`config.mk`:
```
export PLATFORM = sky130hd
export DESIGN_NAME = npcs_ctrl
export DESIGN_NICKNAME = d
export VERILOG_FILES = /design/src/hdl/npcs_pkg.sv /design/src/hdl/npcs_ctrl.sv
export SDC_FILE = /design/constraint.sdc
export NUM_CORES = 1
export LEC_CHECK = 0
export BUFFER_PORTS_ARGS = -buffer_cell sky130_fd_sc_hd__buf_4
export CORE_ASPECT_RATIO = 0.7
export CORE_MARGIN = 2
export CORE_UTILIZATION = 35
export CTS_CLUSTER_SIZE = 25
export DETAILED_ROUTE_END_ITERATION = 12
export GPL_ROUTABILITY_DRIVEN = 0
export PLACE_DENSITY_LB_ADDON = 0.15
export SLEW_MARGIN = 40
export SYNTH_ARGS = -nofsm -noshare
export SYNTH_HDL_FRONTEND = slang
export SYNTH_SLANG_ARGS = --single-unit
```
`constraint.sdc`:
```
create_clock -name clock -period 1.65 [get_ports clock]
set_input_delay 0.4125 -clock clock [delete_from_list [all_inputs] [get_ports clock]]
set_output_delay 0.4125 -clock clock [all_outputs]
set_load 0.03 [all_outputs]
```
`src/hdl/npcs_pkg.sv`:
```
// Shared types and constants for the nearest palette colour search block.
// No dependencies; used by every module in hdl/ except npcs_ram.
package npcs_pkg;

   // tuser coding of a request transaction
   localparam logic KIND_WRITE = 1'b0;
   localparam logic KIND_PIXEL = 1'b1;

   // Register indexes of the configuration port
   localparam logic CSR_PALETTE_IS_RGB565 = 1'b0;
   localparam logic CSR_PIXEL_HAS_ALPHA   = 1'b1;

   // Request tdata layout, lowest bit first
   localparam int REQ_TDATA_W   = 64;
   localparam int ENTRY_IDX_LSB = 0;
   localparam int ENTRY_VAL_LSB = 8;
   localparam int RED_LSB       = 32;
   localparam int GREEN_LSB     = 40;
   localparam int BLUE_LSB      = 48;
   localparam int ALPHA_LSB     = 56;

   localparam int ENTRY_W = 24;
   localparam int CHAN_W  = 8;
   localparam int SQ_W    = 2 * CHAN_W;
   localparam int ERR_W   = SQ_W + 2;     // 3 * 255^2 = 195075 < 2^18
   localparam int RSP_W   = 8;

   // Alpha below this makes a pixel transparent
   localparam logic [CHAN_W-1:0] ALPHA_OPAQUE_MIN = 8'h80;
   // Larger than any real error, so the first entry always wins
   localparam logic [ERR_W-1:0]  ERR_INIT = '1;

   typedef enum logic [1:0] {
      ST_IDLE,
      ST_SEARCH,
      ST_DRAIN,
      ST_DONE
   } state_type;

   // controller -> datapath
   typedef struct packed {
      logic write_entry;   // store req entry into the palette
      logic load_pixel;    // latch pixel channels, reset best match
      logic issue;         // read palette at the search address
      logic load_result;   // load the response register
      logic result_zero;   // response is index 0 (transparent pixel)
   } cmd_type;

   // datapath -> controller
   typedef struct packed {
      logic busy;          // compare pipeline still holds entries
      logic transparent;   // request pixel is transparent
   } status_type;

endpackage

```
`src/hdl/npcs_ctrl.sv`:
```
// Controller FSM: request handshake, palette address sweep, response valid.
// Depends on npcs_pkg.
module npcs_ctrl #(
   parameter int PALETTE_SIZE = 256
) (
   input  logic                            clock,
   input  logic                            reset,
   input  logic                            req_tvalid,
   output logic                            req_tready,
   input  logic                            req_tuser,
   output logic                            rsp_tvalid,
   input  logic                            rsp_tready,
   input  npcs_pkg::status_type            status,
   output npcs_pkg::cmd_type               cmd,
   output logic [$clog2(PALETTE_SIZE)-1:0] search_addr
);

   localparam int IW = $clog2(PALETTE_SIZE);
   localparam logic [IW-1:0] LAST_ADDR = IW'(PALETTE_SIZE - 1);
   localparam logic [IW-1:0] FIRST_ADDR = IW'(1);

   npcs_pkg::state_type state_ff, state_in;
   logic [IW-1:0] addr_ff, addr_in;
   logic          zero_ff, zero_in;
   logic          rsp_valid_ff, rsp_valid_in;

   always_ff @(posedge clock) begin
      if (reset) begin
         state_ff     <= npcs_pkg::ST_IDLE;
         addr_ff      <= FIRST_ADDR;
         zero_ff      <= 1'b0;
         rsp_valid_ff <= 1'b0;
      end else begin
         state_ff     <= state_in;
         addr_ff      <= addr_in;
         zero_ff      <= zero_in;
         rsp_valid_ff <= rsp_valid_in;
      end
   end

   always_comb begin
      state_in   = state_ff;
      addr_in    = addr_ff;
      zero_in    = zero_ff;
      cmd        = '0;
      req_tready = 1'b0;

      unique case (state_ff)
         npcs_pkg::ST_IDLE: begin
            req_tready = 1'b1;
            if (req_tvalid) begin
               if (req_tuser == npcs_pkg::KIND_WRITE) begin
                  cmd.write_entry = 1'b1;
               end else begin
                  cmd.load_pixel = 1'b1;
                  addr_in        = FIRST_ADDR;
                  zero_in        = status.transparent;
                  state_in       = status.transparent ? npcs_pkg::ST_DONE
                                                      : npcs_pkg::ST_SEARCH;
               end
            end
         end
         npcs_pkg::ST_SEARCH: begin
            cmd.issue = 1'b1;
            if (addr_ff == LAST_ADDR) begin
               state_in = npcs_pkg::ST_DRAIN;
            end else begin
               addr_in = addr_ff + IW'(1);
            end
         end
         npcs_pkg::ST_DRAIN: begin
            if (!status.busy) begin
               state_in = npcs_pkg::ST_DONE;
            end
         end
         npcs_pkg::ST_DONE: begin
            if (!rsp_valid_ff || rsp_tready) begin
               cmd.load_result = 1'b1;
               cmd.result_zero = zero_ff;
               state_in        = npcs_pkg::ST_IDLE;
            end
         end
         default: begin
            state_in = npcs_pkg::ST_IDLE;
         end
      endcase

      if (cmd.load_result) begin
         rsp_valid_in = 1'b1;
      end else if (rsp_tready) begin
         rsp_valid_in = 1'b0;
      end else begin
         rsp_valid_in = rsp_valid_ff;
      end
   end

   assign rsp_tvalid  = rsp_valid_ff;
   assign search_addr = addr_ff;

endmodule

```
==> results.sh <==
export IMPL_final_util=0.535
export IMPL_die_w_um=60.5
export IMPL_rows=14
export IMPL_fin_nets=133
export IMPL_die_y_um=43.6
export IMPL_ir_worst_vdd_uv=475
export IMPL_numCtsBuffers=3
export IMPL_tightest_slew_ns=0.327
export IMPL_fill_cells=212
export IMPL_cpMaxStageDelayCell="dfxtp_4"
export IMPL_drc=0
export IMPL_yosysSeqAreaShare=0.307
export IMPL_cp_arrival_ns=1.22
export IMPL_cts_buffer_depth=2
export IMPL_avgSynthCellArea_sq_um=8.80
export IMPL_finClkSkew_ns=0.00137
export IMPL_routedLengthMet1_um=1060
export IMPL_dp_cells=144
export IMPL_end_kind="primary output"
export IMPL_rsz0062_at_grt="yes"
export IMPL_p_per_area_nw_per_um2=1260
export IMPL_synthTopCellsByArea="dfxtp_1 31%, ha_1 8.0%, nand2_1 4.3%"
export IMPL_grt_pass1_wl_um=3230
export IMPL_worst_slack_ns=0.0220
export IMPL_design_die_area_sq_um=2640
export IMPL_met2_length_um=878
export IMPL_core_area_sq_um=2140
export IMPL_synth_distinct_cells=39
export IMPL_layout_common_cells="27 x buf_4, 8 x nand2_1, 8 x dfxtp_1, 5 x nor2_1, 4 x nor3_1"
export IMPL_cpPeakStageDelay_ns=0.39
export IMPL_critPathRequiredTime_ns=1.24
export IMPL_clk_latency_ns=0.28
export IMPL_ant_nets=0
export IMPL_met3_length_um=122
export IMPL_finalSetupTns_ns=0
export IMPL_drv_slew=0
export IMPL_grt_antenna_before_repair=0
export IMPL_power_leakage_nw=0.483
export IMPL_diodes=0
export IMPL_grt_use_total=0.164
export IMPL_crit_family="flip-flops"
export IMPL_setup_viol=0
export IMPL_drt_initial_drc_count=23
export IMPL_holdCritPathClass="in -> reg"
export IMPL_worst_setup_path_start_kind="flop"
export IMPL_vias=781
export IMPL_final_cells=152
export IMPL_firstDrtPassIters=4
export IMPL_syn2layout_area_growth_pct=46.0
export IMPL_start_util=0.367
export IMPL_outcome="finished, final reports clean"
export IMPL_yosysTopAreaCell="dfxtp_1"
export IMPL_clockRootBuffer="clkbuf_4"
export IMPL_cp_num_buf_inv=1
export IMPL_io_pins=22
export IMPL_wire_per_inst_um=13.6
export IMPL_io_buffer_count=21
export IMPL_cts_sinks=12
export IMPL_grt_max_degree=12
export IMPL_max_cap_violations=0
export IMPL_first_global_vias=681
export IMPL_crit_type="reg -> out"
export IMPL_regArea_sq_um=250
export IMPL_top_layer="met4"
export IMPL_clkTransAtPathRegs_ns=0.08
export IMPL_dpl_hpwl_um=1530
export IMPL_syn_area_sq_um=783
export IMPL_fmax_ghz=0.614
export IMPL_vias_per_cell=5.14
export IMPL_drive_gt1_frac=0.492
export IMPL_syn_nets=101
export IMPL_cp_cell_sequence="ha_4 > nor2b_4 > and2_4 > buf_6"
export IMPL_multi_input_area_sq_um=561
export IMPL_htree_levels=1
export IMPL_post_place_ws_ns=0.0444
export IMPL_max_slew_margin=0.781
export IMPL_yosys_warnings=0
export IMPL_mostFrequentLayoutCell="buf_4"
export IMPL_cts_tree="yes"
export IMPL_crit_fanout=3
export IMPL_routed_wl_um=2070
export IMPL_grt_ovfl_total=0
export IMPL_netlist_area_leader_share=0.307
export IMPL_syn_inst=89
export IMPL_post_route_period_util=0.987
export IMPL_min_period_ns=1.63
export IMPL_synth_seq_cells=12
export IMPL_hold_violations=0
-- repair_timing --
item                                   CTS  global route
hold buffers                             0             0
endpoints found under the hold margin    0             0
setup endpoints to repair                5             5
buffers inserted                         0             4
pin swaps                                0             5
gates resized for setup                  6            15
-- final timing paths --
kind	start	end	slack, ns	cells after the start
max	state_ff[1]$_SDFFE_PP0P_	cmd[0]	0.02	4
min	reset	state_ff[0]$_SDFFE_PP0P_	0.38	2
max reg2reg	state_ff[1]$_SDFFE_PP0P_	search_addr[2]$_SDFFE_PP0P_	0.12	6
min reg2reg	zero_ff$_SDFFE_PP0P_	zero_ff$_SDFFE_PP0P_	0.52	2
-- where the power goes --
part           internal, W  leakage (nW)  switching [W]  total, W
sequential        0.000337        0.0987      0.0000471  0.000384
clock             0.000134        0.0210       0.000114  0.000248
combinational     0.000372         0.363       0.000433  0.000805
-- cell type report --
type	instances	share of cell area
Tap cell	32	0.0350
Sequential cell	12	0.219
Timing Repair Buffer	30	0.207
Clock buffer	4	0.0317
Inverter	4	0.0175
Multi-Input combinational cell	70	0.490
-- synth_stat cells --
master and number:
a21bo_2 1, inv_1 4, nand3_2 1, ha_1 5, and3_4 1, a31oi_4 1, a21o_1 2, a21oi_1 2
dfxtp_1 12, and4_4 1, nand3b_1 1, o31a_1 1, a31oi_1 2, nor2_1 6, a311oi_2 1, mux2i_1 2
and2_4 2, and2_1 2, a22oi_1 1, o21a_1 1, nand4_1 1, nor3b_1 1, a211oi_1 2, o21ai_0 3
nor2b_1 2, nand2b_1 2, o2111ai_1 1, a21bo_1 1, and3_1 1, or3_1 1, a221oi_2 2, a21boi_0 1
buf_2 2, nand2_1 9, nand3_1 4, o22ai_1 1, nor3_1 4, a41o_1 1, buf_4 1
-- logic make-up (layout without fill, tap and decap cells) --
group | Yosys count | count (layout) | share of synthesized area
fa+ha+maj | 5 | 5 | 0.0799
buf+inv | 7 | 38 | 0.0415
simple gates | 39 | 39 | 0.278
flops | 12 | 12 | 0.307
compound gates | 24 | 24 | 0.268
mux | 2 | 2 | 0.0256
-- flip-flops by register name, indices dropped and copies added (netlist names) --
register     flops
search_addr      8
rsp_tvalid       1
state_ff         2
zero_ff          1
-- per-layer routing --
layer / track usage / vias to the layer above
met4: 0.0261 / 0
met3: 0.0567 / 2
li1: - / 393
met2: 0.226 / 30
met5: 0 / -
met1: 0.251 / 356
-- metrics by stage --
stage          hold slack [ns]  total power (W)  area [sq um]
4_1_cts                  0.371          0.00135          1060
5_1_grt                  0.385          0.00153          1140
3_5_place_dp             0.492          0.00106          1010
2_1_floorplan            0.455         0.000866           791
3_3_place_gp             0.482          0.00105          1010
6_report                 0.378          0.00144          1140
-- worst register-to-register path, delay by kind of cell (launching register included) --
kind / cells / cell delay (ns)
AO/OA/AOI/OAI: 2 / 0.55
flip-flops: 1 / 0.39
AND/OR/NAND/NOR: 2 / 0.27
adder cells (fa/ha/maj): 1 / 0.18
buffers and inverters: 1 / 0.05
No activity file was read; power rests on OpenSTA's default activity.
